<file path="src/hdl/gssc_pkg.sv">
// Shared types, position codes and helpers for the gear selector stepper control.
`timescale 1ns / 1ps

package gssc_pkg;

  // Item function codes.
  typedef enum logic [1:0] {
    FUNC_TICK    = 2'd0,
    FUNC_REQUEST = 2'd1,
    FUNC_ENABLE  = 2'd2,
    FUNC_DISABLE = 2'd3
  } func_e;

  // Selector position character codes.
  localparam logic [7:0] CODE_NONE = 8'h00;
  localparam logic [7:0] CODE_P    = 8'h50;
  localparam logic [7:0] CODE_R    = 8'h52;
  localparam logic [7:0] CODE_N    = 8'h4E;
  localparam logic [7:0] CODE_D    = 8'h44;

  localparam logic [15:0] HOLD_TICKS_RESET = 16'd150;
  localparam logic [15:0] TICKS_MAX        = 16'hFFFF;

  // Configuration register indexes, word addressed.
  localparam int unsigned CFG_ADDR_W   = 3;
  localparam logic        CFG_IDX_HOLD = 1'b0;

  // One result item.
  typedef struct packed {
    logic       control_on;
    logic       motor_on;
    logic       turn_clockwise;
    logic       step_now;
    logic       override_flag;
    logic       fault_code_set;
    logic       fault_report;
    logic [7:0] pending_request;
  } result_t;

  // Gear order P=1, R=2, N=3, D=4; anything else maps to 0.
  function automatic logic [2:0] gear_index(input logic [7:0] code);
    logic [2:0] idx;
    case (code)
      CODE_P:  idx = 3'd1;
      CODE_R:  idx = 3'd2;
      CODE_N:  idx = 3'd3;
      CODE_D:  idx = 3'd4;
      default: idx = 3'd0;
    endcase
    return idx;
  endfunction

endpackage

</file>
<file path="src/hdl/gear_selector_stepper_control.sv">
// Top level of the gear selector stepper control: state update, result register and skid stage.
//
//   channel | direction | handshake                  | payload
//   --------+-----------+----------------------------+------------------------------------------
//   in      | input     | in_valid_i / in_stall_o    | func, request_code, current_code,
//           |           |                            | brake_pressed, vehicle_speed
//   out     | output    | out_valid_o / out_stall_i  | control_on .. pending_request
//   cfg     | APB       | psel/penable/pwrite/pready | override_hold_ticks at byte address 0
//
// The state update is a single pass of logic from the input ports into the state and result
// registers, so one item is accepted every cycle while in_stall_o is low.
// A result waits in the result register, or in the skid register while the output stalls.
// A skid register holds one more result while the output stalls; the input stalls only
// when both the result register and the skid register are full.
// Reset clears all control state and sets override_hold_ticks to 150.
`timescale 1ns / 1ps

module gear_selector_stepper_control
  import gssc_pkg::*;
(
  input  logic                  clk_i,
  input  logic                  rst_ni,

  input  logic                  in_valid_i,
  output logic                  in_stall_o,
  input  logic [1:0]            func_i,
  input  logic [7:0]            request_code_i,
  input  logic [7:0]            current_code_i,
  input  logic                  brake_pressed_i,
  input  logic [15:0]           vehicle_speed_i,

  output logic                  out_valid_o,
  input  logic                  out_stall_i,
  output logic                  control_on_o,
  output logic                  motor_on_o,
  output logic                  turn_clockwise_o,
  output logic                  step_now_o,
  output logic                  override_flag_o,
  output logic                  fault_code_set_o,
  output logic                  fault_report_o,
  output logic [7:0]            pending_request_o,

  input  logic                  psel,
  input  logic                  penable,
  input  logic                  pwrite,
  input  logic [CFG_ADDR_W-1:0] paddr,
  input  logic [31:0]           pwdata,
  output logic [31:0]           prdata,
  output logic                  pready
);

  logic [15:0] hold_ticks_q;

  logic        enabled_q,  enabled_d;
  logic [7:0]  req_pos_q,  req_pos_d;
  logic [7:0]  reach_pos_q, reach_pos_d;
  logic        override_q, override_d;
  logic        fault_q,    fault_d;
  logic        timing_q,   timing_d;
  logic [15:0] ticks_q,    ticks_d;
  logic        driver_q,   driver_d;
  logic        dir_q,      dir_d;

  result_t     res_d;
  result_t     main_q, skid_q;
  logic        main_valid_q, skid_valid_q;

  logic        in_xfer;
  logic        out_xfer;
  logic        cfg_write;

  logic        still;
  logic        fault;
  logic        step;
  logic [15:0] ticks_inc;
  logic [2:0]  req_idx;
  logic [2:0]  cur_idx;

  assign in_xfer   = in_valid_i && !in_stall_o;
  assign out_xfer  = main_valid_q && !out_stall_i;
  assign cfg_write = psel && penable && pwrite && pready;

  assign pready = 1'b1;
  assign prdata = (paddr[2] == CFG_IDX_HOLD) ? {16'd0, hold_ticks_q} : 32'd0;

  always_ff @(posedge clk_i or negedge rst_ni) begin
    if (!rst_ni) begin
      hold_ticks_q <= HOLD_TICKS_RESET;
    end else if (cfg_write && paddr[2] == CFG_IDX_HOLD) begin
      hold_ticks_q <= pwdata[15:0];
    end
  end

  assign still     = (vehicle_speed_i == 16'd0);
  assign req_idx   = gear_index(req_pos_q);
  assign cur_idx   = gear_index(current_code_i);
  assign ticks_inc = (ticks_q != TICKS_MAX) ? ticks_q + 16'd1 : ticks_q;

  always_comb begin
    enabled_d   = enabled_q;
    req_pos_d   = req_pos_q;
    reach_pos_d = reach_pos_q;
    override_d  = override_q;
    fault_d     = fault_q;
    timing_d    = timing_q;
    ticks_d     = ticks_q;
    driver_d    = driver_q;
    dir_d       = dir_q;
    fault       = 1'b0;
    step        = 1'b0;

    case (func_e'(func_i))
      FUNC_REQUEST: begin
        if (enabled_q && brake_pressed_i && still) begin
          req_pos_d = request_code_i;
        end
      end
      FUNC_ENABLE: begin
        if (!enabled_q && !override_q) begin
          enabled_d = 1'b1;
        end
      end
      FUNC_DISABLE: begin
        if (enabled_q) begin
          enabled_d = 1'b0;
          driver_d  = 1'b0;
          dir_d     = 1'b0;
        end
      end
      FUNC_TICK: begin
        // The override check runs before the move step and may turn control off.
        if (enabled_q || fault_q) begin
          if (reach_pos_q != CODE_NONE && req_pos_q == CODE_NONE) begin
            if (reach_pos_q == current_code_i) begin
              timing_d = 1'b0;
            end else if (!timing_q) begin
              timing_d = 1'b1;
              ticks_d  = 16'd0;
            end else begin
              ticks_d = ticks_inc;
              fault   = (ticks_inc >= hold_ticks_q);
            end
          end
          if (fault) begin
            if (enabled_q) begin
              enabled_d = 1'b0;
              driver_d  = 1'b0;
              dir_d     = 1'b0;
            end
            fault_d    = 1'b1;
            override_d = 1'b1;
          end else begin
            fault_d    = 1'b0;
            override_d = 1'b0;
          end
        end
        if (enabled_d) begin
          if (req_pos_q != CODE_NONE) begin
            if (brake_pressed_i && still) begin
              if (current_code_i != req_pos_q) begin
                driver_d = 1'b1;
                // Unknown codes keep the driver on but give no direction to step in.
                if (req_idx != 3'd0 && cur_idx != 3'd0) begin
                  dir_d = (req_idx > cur_idx);
                  step  = 1'b1;
                end
              end else begin
                driver_d    = 1'b0;
                reach_pos_d = req_pos_q;
                req_pos_d   = CODE_NONE;
              end
            end else begin
              driver_d  = 1'b0;
              req_pos_d = CODE_NONE;
            end
          end else begin
            driver_d = 1'b0;
          end
        end
      end
      default: begin
      end
    endcase

    res_d.control_on      = enabled_d;
    res_d.motor_on        = driver_d;
    res_d.turn_clockwise  = dir_d;
    res_d.step_now        = step;
    res_d.override_flag   = override_d;
    res_d.fault_code_set  = fault_d;
    res_d.fault_report    = fault;
    res_d.pending_request = req_pos_d;
  end

  always_ff @(posedge clk_i or negedge rst_ni) begin
    if (!rst_ni) begin
      enabled_q   <= 1'b0;
      req_pos_q   <= CODE_NONE;
      reach_pos_q <= CODE_NONE;
      override_q  <= 1'b0;
      fault_q     <= 1'b0;
      timing_q    <= 1'b0;
      ticks_q     <= 16'd0;
      driver_q    <= 1'b0;
      dir_q       <= 1'b0;
    end else if (in_xfer) begin
      enabled_q   <= enabled_d;
      req_pos_q   <= req_pos_d;
      reach_pos_q <= reach_pos_d;
      override_q  <= override_d;
      fault_q     <= fault_d;
      timing_q    <= timing_d;
      ticks_q     <= ticks_d;
      driver_q    <= driver_d;
      dir_q       <= dir_d;
    end
  end

  // The skid register always holds the newer of the two waiting results.
  always_ff @(posedge clk_i or negedge rst_ni) begin
    if (!rst_ni) begin
      main_valid_q <= 1'b0;
      skid_valid_q <= 1'b0;
    end else if (out_xfer || !main_valid_q) begin
      if (skid_valid_q) begin
        main_valid_q <= 1'b1;
        skid_valid_q <= 1'b0;
      end else begin
        main_valid_q <= in_xfer;
      end
    end else if (in_xfer) begin
      skid_valid_q <= 1'b1;
    end
  end

  always_ff @(posedge clk_i) begin
    if (out_xfer || !main_valid_q) begin
      if (skid_valid_q) begin
        main_q <= skid_q;
      end else if (in_xfer) begin
        main_q <= res_d;
      end
    end else if (in_xfer) begin
      skid_q <= res_d;
    end
  end

  assign in_stall_o        = skid_valid_q;
  assign out_valid_o       = main_valid_q;
  assign control_on_o      = main_q.control_on;
  assign motor_on_o        = main_q.motor_on;
  assign turn_clockwise_o  = main_q.turn_clockwise;
  assign step_now_o        = main_q.step_now;
  assign override_flag_o   = main_q.override_flag;
  assign fault_code_set_o  = main_q.fault_code_set;
  assign fault_report_o    = main_q.fault_report;
  assign pending_request_o = main_q.pending_request;

endmodule

</file>
<file path="config.mk">
export PLATFORM = sky130hd
export DESIGN_NAME = gear_selector_stepper_control
export DESIGN_NICKNAME = d
export VERILOG_FILES = /design/src/hdl/gssc_pkg.sv /design/src/hdl/gear_selector_stepper_control.sv
export SDC_FILE = /design/constraint.sdc
export NUM_CORES = 1
export LEC_CHECK = 0
export BUFFER_PORTS_ARGS = -buffer_cell sky130_fd_sc_hd__buf_4
export CAP_MARGIN = 15
export CORE_MARGIN = 10
export CORE_UTILIZATION = 49
export DETAILED_ROUTE_END_ITERATION = 16
export GPL_TIMING_DRIVEN = 0
export PLACE_DENSITY = 0.77
export SLEW_MARGIN = 10
export SYNTH_ARGS = -nofsm -noshare
export SYNTH_HDL_FRONTEND = slang
export SYNTH_SLANG_ARGS = --single-unit
export TNS_END_PERCENT = 10
</file>
<file path="constraint.sdc">
create_clock -name clk_i -period 3.6 [get_ports clk_i]
set_input_delay 0.72 -clock clk_i [delete_from_list [all_inputs] [get_ports clk_i]]
set_output_delay 0.72 -clock clk_i [all_outputs]
set_load 0.02 [all_outputs]
</file>
Word level (Yosys, flattened, before mapping)
Cells that the tools add are included.
- register bits after elaboration: 86
- bits of input ports: 77
- output and inout port bits: 50
- add/sub/neg operators: 1
- magnitude comparators: 2
- eq/ne operators: 14
- mux-type cells: 57
- bitwise operators: 4
- reductions and logical operators: 32
- operator list (kind ; count):
    8-bit by 7-bit equality test with 1-bit output (second input constant) ; 8
    16-bit two-way mux ; 3
    1-bit two-way mux ; 41
    8-bit two-way mux ; 5
    15-bit two-way mux ; 2
    3-bit one-hot mux with 4 select lines ; 2
    16-bit by 1-bit adder with 16-bit output (second input constant) ; 1
    16-bit >= comparator ; 1
    16-bit zero test ; 1
    16-bit != test (second input constant) ; 1
    8-bit one-hot mux with 2 select lines ; 1
    8-bit nonzero test ; 2
    1-bit logical AND ; 11
    8-bit equality test ; 1
    8-bit zero test ; 1
    8-bit != test ; 1
    6-bit AND reduction ; 1
    3-bit nonzero test ; 2
    1-bit zero test ; 5
    5-bit AND reduction ; 1
    2-bit equality test (second input constant) ; 2
    1-bit NOT ; 4
    1-bit one-hot mux with 2 select lines ; 2
    2-bit AND reduction ; 2
    other kinds (7) ; 9

Logic depth before layout (Yosys ltp)
- depth after elaboration: 18
- gate-level depth with buffers: 16
- depth with buffers taken out: 15

Worst setup path before layout
No wires, ideal clock.
- path type: register -> register
- start point: register ticks_q[4]
- end point: register main_q, in the netlist pending_request_o[1], data pin
- arrival: 3195 ps
- setup slack: 140 ps
- cell stages (with the launch flop): 14
- path buffers: 1
- clock period less this slack: 3460 ps
- path through: dfrtp_1 > nand3_1 > nor4_2 > nand2_1 > mux2_2 > ha_1 > a211o_1 > a31oi_1 > o221ai_1 > a221o_1 > nor3b_4 > buf_6 > o211ai_2 > a2bb2oi_2
- cells in the longest elaborated chain, start to end: 15
- RTL lines (element ; RTL line ; RTL):
    start, declared ; gear_selector_stepper_control.sv:60 ; logic [15:0] ticks_q, ticks_d;
    start signal, assigned ; gear_selector_stepper_control.sv:213 ; ticks_q <= ticks_d;
    16-bit by 1-bit adder with 16-bit output or 16-bit != test (tied branches) ; gear_selector_stepper_control.sv:97 ; assign ticks_inc = (ticks_q != TICKS_MAX) ? ticks_q + 16'd1 : ticks_q;
    16-bit two-way mux * ; gear_selector_stepper_control.sv:97 ;
    16-bit >= comparator * ; gear_selector_stepper_control.sv:141 ; fault = (ticks_inc >= hold_ticks_q);
    1-bit two-way mux * ; gear_selector_stepper_control.sv:136 ; end else if (!timing_q) begin
    1-bit two-way mux * ; gear_selector_stepper_control.sv:134 ; if (reach_pos_q == current_code_i) begin
    1-bit two-way mux * ; gear_selector_stepper_control.sv:133 ; if (reach_pos_q != CODE_NONE && req_pos_q == CODE_NONE) begin
    1-bit two-way mux * ; gear_selector_stepper_control.sv:132 ; if (enabled_q || fault_q) begin
    1-bit two-way mux * ; gear_selector_stepper_control.sv:112 ; case (func_e'(func_i))
    1-bit two-way mux * ; gear_selector_stepper_control.sv:144 ; if (fault) begin
    1-bit two-way mux * ; gear_selector_stepper_control.sv:132 ;
    1-bit two-way mux * ; gear_selector_stepper_control.sv:112 ;
    8-bit two-way mux * ; gear_selector_stepper_control.sv:157 ; if (enabled_d) begin
    8-bit one-hot mux with 2 select lines * ; gear_selector_stepper_control.sv:112 ;
    15-bit two-way mux * ; gear_selector_stepper_control.sv:240 ; end else if (in_xfer) begin
    15-bit two-way mux * ; gear_selector_stepper_control.sv:238 ; if (skid_valid_q) begin
    end signal, assigned ; gear_selector_stepper_control.sv:239 ; main_q <= skid_q;
    end signal, assigned ; gear_selector_stepper_control.sv:241 ; main_q <= res_d;
    end, declared ; gear_selector_stepper_control.sv:65 ; result_t main_q, skid_q;
Every way passes the cells marked *; elsewhere a longest branch is shown, timed or not. The select of a mux whose other input is x is not followed.
A chain may end at the register's enable or synchronous reset.

Worst setup path after layout
- start point: register ticks_q[0]
- end point: register main_q, in the netlist pending_request_o[3], data pin
The elaborated chain is that of the path after synthesis.

==> run_summary.xml <==
<?xml version="1.0" encoding="UTF-8"?>
<metrics>
  <group name="die">
    <metric name="die-area" unit="µm²">15700</metric>
    <metric name="core_area" unit="µm²">10900</metric>
    <metric name="floorplan.die.height" unit="µm">125</metric>
    <metric name="pin_count" unit="">127</metric>
    <metric name="placementRows" unit="">38</metric>
    <metric name="floorplan.die.width" unit="µm">125</metric>
    <metric name="start_util" unit="%">50.1</metric>
  </group>
  <group name="timing">
    <metric name="grt_setup_unrepaired" unit="">true</metric>
    <metric name="worst-slew-pin-transition" unit="ns">0.813</metric>
    <metric name="fmax" unit="MHz">276</metric>
    <metric name="final.setup.worst_slack" unit="ns">-0.0179</metric>
    <metric name="timing.final.crit_share" unit="%">100</metric>
    <metric name="final.setup.tns" unit="ns">-0.0498</metric>
    <metric name="timing.final.crit_period" unit="ns">3.62</metric>
    <metric name="worst_slew_margin_rel" unit="%">45.8</metric>
    <metric name="final-hold-violation-count" unit="">0</metric>
    <metric name="slew_violations" unit="">0</metric>
    <metric name="setup-violations-final" unit="">6</metric>
    <metric name="clock_skew" unit="ns">0.0106</metric>
  </group>
  <group name="route">
    <metric name="drt_pre_antenna_iters" unit="">9</metric>
    <metric name="first_iter_violations" unit="">357</metric>
    <metric name="routed_wl" unit="mm">14.7</metric>
    <metric name="detail-route-antenna-nets" unit="">0</metric>
    <metric name="route.detailed.drc" unit="">0</metric>
    <metric name="wl_per_cell" unit="µm">17.8</metric>
    <metric name="route.vias.total" unit="">4722</metric>
    <metric name="via_density_per_instance" unit="">5.73</metric>
  </group>
  <group name="power_and_ir_drop">
    <metric name="share_seq_of_total_power" unit="%">47.2</metric>
    <metric name="ir_worst_vdd" unit="V">0.000246</metric>
    <metric name="combPwrFrac" unit="%">21.4</metric>
    <metric name="power.share.switching" unit="%">28.8</metric>
    <metric name="p_int" unit="µW">1700</metric>
    <metric name="p_per_area" unit="nW/µm²">340</metric>
    <metric name="net-switching-power" unit="µW">688</metric>
    <metric name="power.leakage" unit="µW">0.00323</metric>
    <metric name="p_clk_share" unit="%">31.4</metric>
  </group>
  <group name="setup_path">
    <metric name="crit_path_cell_trace" unit="">ha_4, nand2_2, nor4_4, nand2_2, a21oi_2, ha_1, a211o_1, a31oi_1, o221ai_2, a221o_1, nor3b_4, buf_6, buf_12, o211ai_4, a2bb2oi_2</metric>
    <metric name="worst-endpoint-arrival" unit="ns">3.73</metric>
    <metric name="cp.required" unit="ns">3.71</metric>
    <metric name="rrSetupSlack" unit="ns">-0.02</metric>
    <metric name="reg2regPathDepth" unit="">15</metric>
    <metric name="critical_path_peak_fanout" unit="">6</metric>
    <metric name="timing.critical_path.depth" unit="">15</metric>
    <metric name="crit_path_max_cell_delay" unit="ns">0.42</metric>
    <metric name="cp.buffers_inverters" unit="">2</metric>
    <metric name="worst_path_dominant_cell_family" unit="">compound AO/OA/AOI/OAI gates</metric>
    <metric name="critical-path-slowest-cell" unit="">sky130_fd_sc_hd__dfrtp_1</metric>
    <metric name="crit_path_start_kind" unit="">flop</metric>
    <metric name="endpoint_kind" unit="">flop</metric>
    <metric name="criticalPathCategory" unit="">reg2reg</metric>
    <metric name="path_common_cell" unit="">sky130_fd_sc_hd__nand2_2</metric>
  </group>
  <group name="clock_network">
    <metric name="htree_levels" unit="">3</metric>
    <metric name="clock_root_cell" unit="">sky130_fd_sc_hd__clkbuf_8</metric>
    <metric name="cts-root-to-sink-buffers" unit="">2</metric>
    <metric name="postCtsHoldBufs" unit="">0</metric>
    <metric name="cts_made_buffers" unit="">9</metric>
    <metric name="clock_tree_from_tritoncts" unit="">built</metric>
    <metric name="clk_latency" unit="ns">0.36</metric>
    <metric name="tritoncts_num_sinks" unit="">86</metric>
    <metric name="clkSlewWorstSetupHoldPaths" unit="ns">0.09</metric>
  </group>
  <group name="placed_design">
    <metric name="dp_hpwl" unit="mm">10.4</metric>
    <metric name="gp_congestion" unit="">0.861</metric>
    <metric name="port-buffer-count" unit="">88</metric>
    <metric name="post-place-cells" unit="">786</metric>
  </group>
  <group name="cells_and_area">
    <metric name="seqCellArea" unit="µm²">2310</metric>
    <metric name="postLayoutCoreUtil" unit="%">64.5</metric>
    <metric name="drive_gt1_share" unit="%">35.8</metric>
    <metric name="multi_input_comb_area" unit="µm²">3090</metric>
    <metric name="n_fill_cell" unit="">825</metric>
    <metric name="final_net_count" unit="">780</metric>
    <metric name="area_growth" unit="%">28.8</metric>
    <metric name="n_antenna_cell" unit="">0</metric>
    <metric name="final_cell_count_no_fill" unit="">824</metric>
  </group>
  <group name="synthesis">
    <metric name="ys_types" unit="">65</metric>
    <metric name="synth.cell_area" unit="µm²">5450</metric>
    <metric name="post_synth_inst_count" unit="">542</metric>
    <metric name="synth_sequential_area_ratio" unit="%">42.3</metric>
    <metric name="post_synthesis_cell_type_with_the_largest_combined_area" unit="">sky130_fd_sc_hd__dfrtp_1</metric>
    <metric name="synthesis.yosys.warnings" unit="">0</metric>
    <metric name="post_synth.cell_area_avg" unit="µm²">10.1</metric>
    <metric name="synth-edff-count" unit="">30</metric>
    <metric name="ys_ff_latch" unit="">86</metric>
    <metric name="ys.flop_type" unit="">sky130_fd_sc_hd__dfrtp_1</metric>
    <metric name="synth_async_sr_flop_share" unit="%">65.1</metric>
    <metric name="synth_top_area_share" unit="%">23.9</metric>
    <metric name="synthTopCellsByArea" unit="">sky130_fd_sc_hd__dfrtp_1, sky130_fd_sc_hd__edfxtp_1, sky130_fd_sc_hd__mux2_2</metric>
  </group>
  <group name="outcome">
    <metric name="violations_in_the_final_reports" unit="">negative setup slack</metric>
    <metric name="status" unit="">finished with violations</metric>
  </group>
  <group name="global_routing">
    <metric name="grt_pass1_wl" unit="mm">22.5</metric>
    <metric name="grt_util_all_layers" unit="%">17.1</metric>
    <metric name="grt_start_max_net_pins" unit="">57</metric>
    <metric name="global_route.overflow_total" unit="">0</metric>
    <metric name="grt_antenna_before_repair" unit="">0</metric>
    <metric name="grt_pass1_vias" unit="">4676</metric>
  </group>
  <group name="hold_path">
    <metric name="hold_removal_path_class" unit="">in2async</metric>
  </group>
  <group name="flow_run">
    <metric name="max-cap-violations" unit="">0</metric>
  </group>
</metrics>
-- cells in the final DEF (no fill, tap or decap), types with 13 or more instances in the layout --
| master | instances |
|---|---|
| sky130_fd_sc_hd__mux2_2 | 28 |
| sky130_fd_sc_hd__xor2_1 | 20 |
| sky130_fd_sc_hd__a21oi_1 | 18 |
| sky130_fd_sc_hd__o21ai_0 | 20 |
| sky130_fd_sc_hd__edfxtp_1 | 30 |
| sky130_fd_sc_hd__nor2_1 | 38 |
| sky130_fd_sc_hd__nand3_1 | 13 |
| sky130_fd_sc_hd__ha_1 | 21 |
| sky130_fd_sc_hd__dfrtp_1 | 47 |
| sky130_fd_sc_hd__buf_4 | 129 |
| sky130_fd_sc_hd__clkbuf_1 | 16 |
| sky130_fd_sc_hd__nand2_1 | 56 |
| sky130_fd_sc_hd__inv_1 | 26 |
| sky130_fd_sc_hd__conb_1 | 17 |
-- metrics by stage --
stage          area (µm²)  hold WS [ns]  total power, µW  setup WS, ns
3_3_place_gp         6340         0.488             1620        -0.399
3_5_place_dp         6360         0.494             1640        -0.464
6_report             7020         0.410             2390       -0.0179
4_1_cts              6700         0.439             2390       0.00499
2_1_floorplan        5510         0.424             1440         0.140
5_1_grt              7020         0.456             2500        -0.212
-- what timing repair did --
action	4_1_cts	5_1_grt
setup buffers	4	18
cloned	0	1
pin swaps	3	13
setup endpoints to repair	37	34
resized for setup	19	31
endpoints found under the hold margin	0	0
-- path summary, 6_finish.rpt --
kind,from,endpoint
min,rst_ni,hold_ticks_q[3]$_DFFE_PN0P_
min reg2reg,hold_ticks_q[6]$_DFFE_PN0P_,hold_ticks_q[6]$_DFFE_PN0P_
min in group clk_i,hold_ticks_q[6]$_DFFE_PN0P_,hold_ticks_q[6]$_DFFE_PN0P_
max,ticks_q[0]$_DFFE_PN0P_,pending_request_o[3]$_DFFE_PP_
max in group asynchronous,rst_ni,ticks_q[7]$_DFFE_PN0P_
max reg2reg,ticks_q[0]$_DFFE_PN0P_,pending_request_o[3]$_DFFE_PP_
-- synthesized netlist by cell type, types with 3 or more instances --
cell,instances
sky130_fd_sc_hd__nor4_1,12
sky130_fd_sc_hd__a2bb2oi_2,7
sky130_fd_sc_hd__a32oi_1,8
sky130_fd_sc_hd__a221oi_1,8
sky130_fd_sc_hd__a21o_1,7
sky130_fd_sc_hd__and3_1,5
sky130_fd_sc_hd__o211ai_2,7
sky130_fd_sc_hd__buf_6,3
sky130_fd_sc_hd__clkbuf_1,16
sky130_fd_sc_hd__dfrtp_1,52
sky130_fd_sc_hd__nand2_1,59
sky130_fd_sc_hd__mux2_2,30
sky130_fd_sc_hd__xor2_1,20
sky130_fd_sc_hd__a22oi_1,8
sky130_fd_sc_hd__inv_1,26
sky130_fd_sc_hd__nor3_1,4
sky130_fd_sc_hd__ha_1,24
sky130_fd_sc_hd__buf_2,5
sky130_fd_sc_hd__nor3b_1,3
sky130_fd_sc_hd__nand3_1,19
sky130_fd_sc_hd__xnor2_1,6
sky130_fd_sc_hd__o31ai_2,3
sky130_fd_sc_hd__o31ai_1,3
sky130_fd_sc_hd__and2_1,4
sky130_fd_sc_hd__nor2_1,40
sky130_fd_sc_hd__nor4b_1,4
sky130_fd_sc_hd__nand2b_1,9
sky130_fd_sc_hd__nor2b_1,10
sky130_fd_sc_hd__dfstp_2,4
sky130_fd_sc_hd__buf_4,19
sky130_fd_sc_hd__edfxtp_1,30
sky130_fd_sc_hd__a31oi_1,6
sky130_fd_sc_hd__o21ai_0,20
sky130_fd_sc_hd__a21oi_1,21
-- registers in the layout, summed over array words and instances, names as in the netlist, 8 cells and up --
register           count
hold_ticks_q          16
pending_request_o      8
reach_pos_q            8
req_pos_q              8
skid_q                15
ticks_q               16
-- layer usage --
layer	wire, µm	track usage [%]	share of wire [%]	up-vias
met5	0	0	0	-
met4	352	6.23	2.4	0
met3	831	3.89	5.7	35
met2	7710	30.8	53	196
met1	5760	19.1	39	2284
li1	-	-	-	2207
-- logic make-up (layout without fill, tap and decap cells) --
logic type	after synthesis	count (layout)	share of synthesized area, %
AO/OA/AOI/OAI	120	120	17.7
AND/OR/NAND/NOR	183	183	17.3
XOR/XNOR	26	26	4.18
other	2	17	0.138
flip-flops	86	86	42.3
adder cells (fa/ha/maj)	24	24	5.51
multiplexers	30	30	6.20
buffers and inverters	71	198	6.75
-- power by group through the flow --
stage | Sequential (µW) | Combinational, µW | Clock, µW
6_report | 1130 | 511 | 751
3_3_place_gp | 1140 | 479 | 0
3_5_place_dp | 1150 | 494 | 0
2_1_floorplan | 1160 | 281 | 0
4_1_cts | 1130 | 501 | 758
5_1_grt | 1140 | 556 | 802
-- cell type report --
| cell class | instances | area share [%] |
|---|---|---|
| inverter | 27 | 1.44 |
| tap | 140 | 2.49 |
| buffer | 43 | 3.87 |
| timing repair buffer | 112 | 12.3 |
| sequential | 86 | 32.9 |
| clock buffer | 10 | 1.82 |
| clock inverter | 6 | 1.23 |
| multi-input combinational | 400 | 43.9 |
No activity file was read; power rests on OpenSTA's default activity.
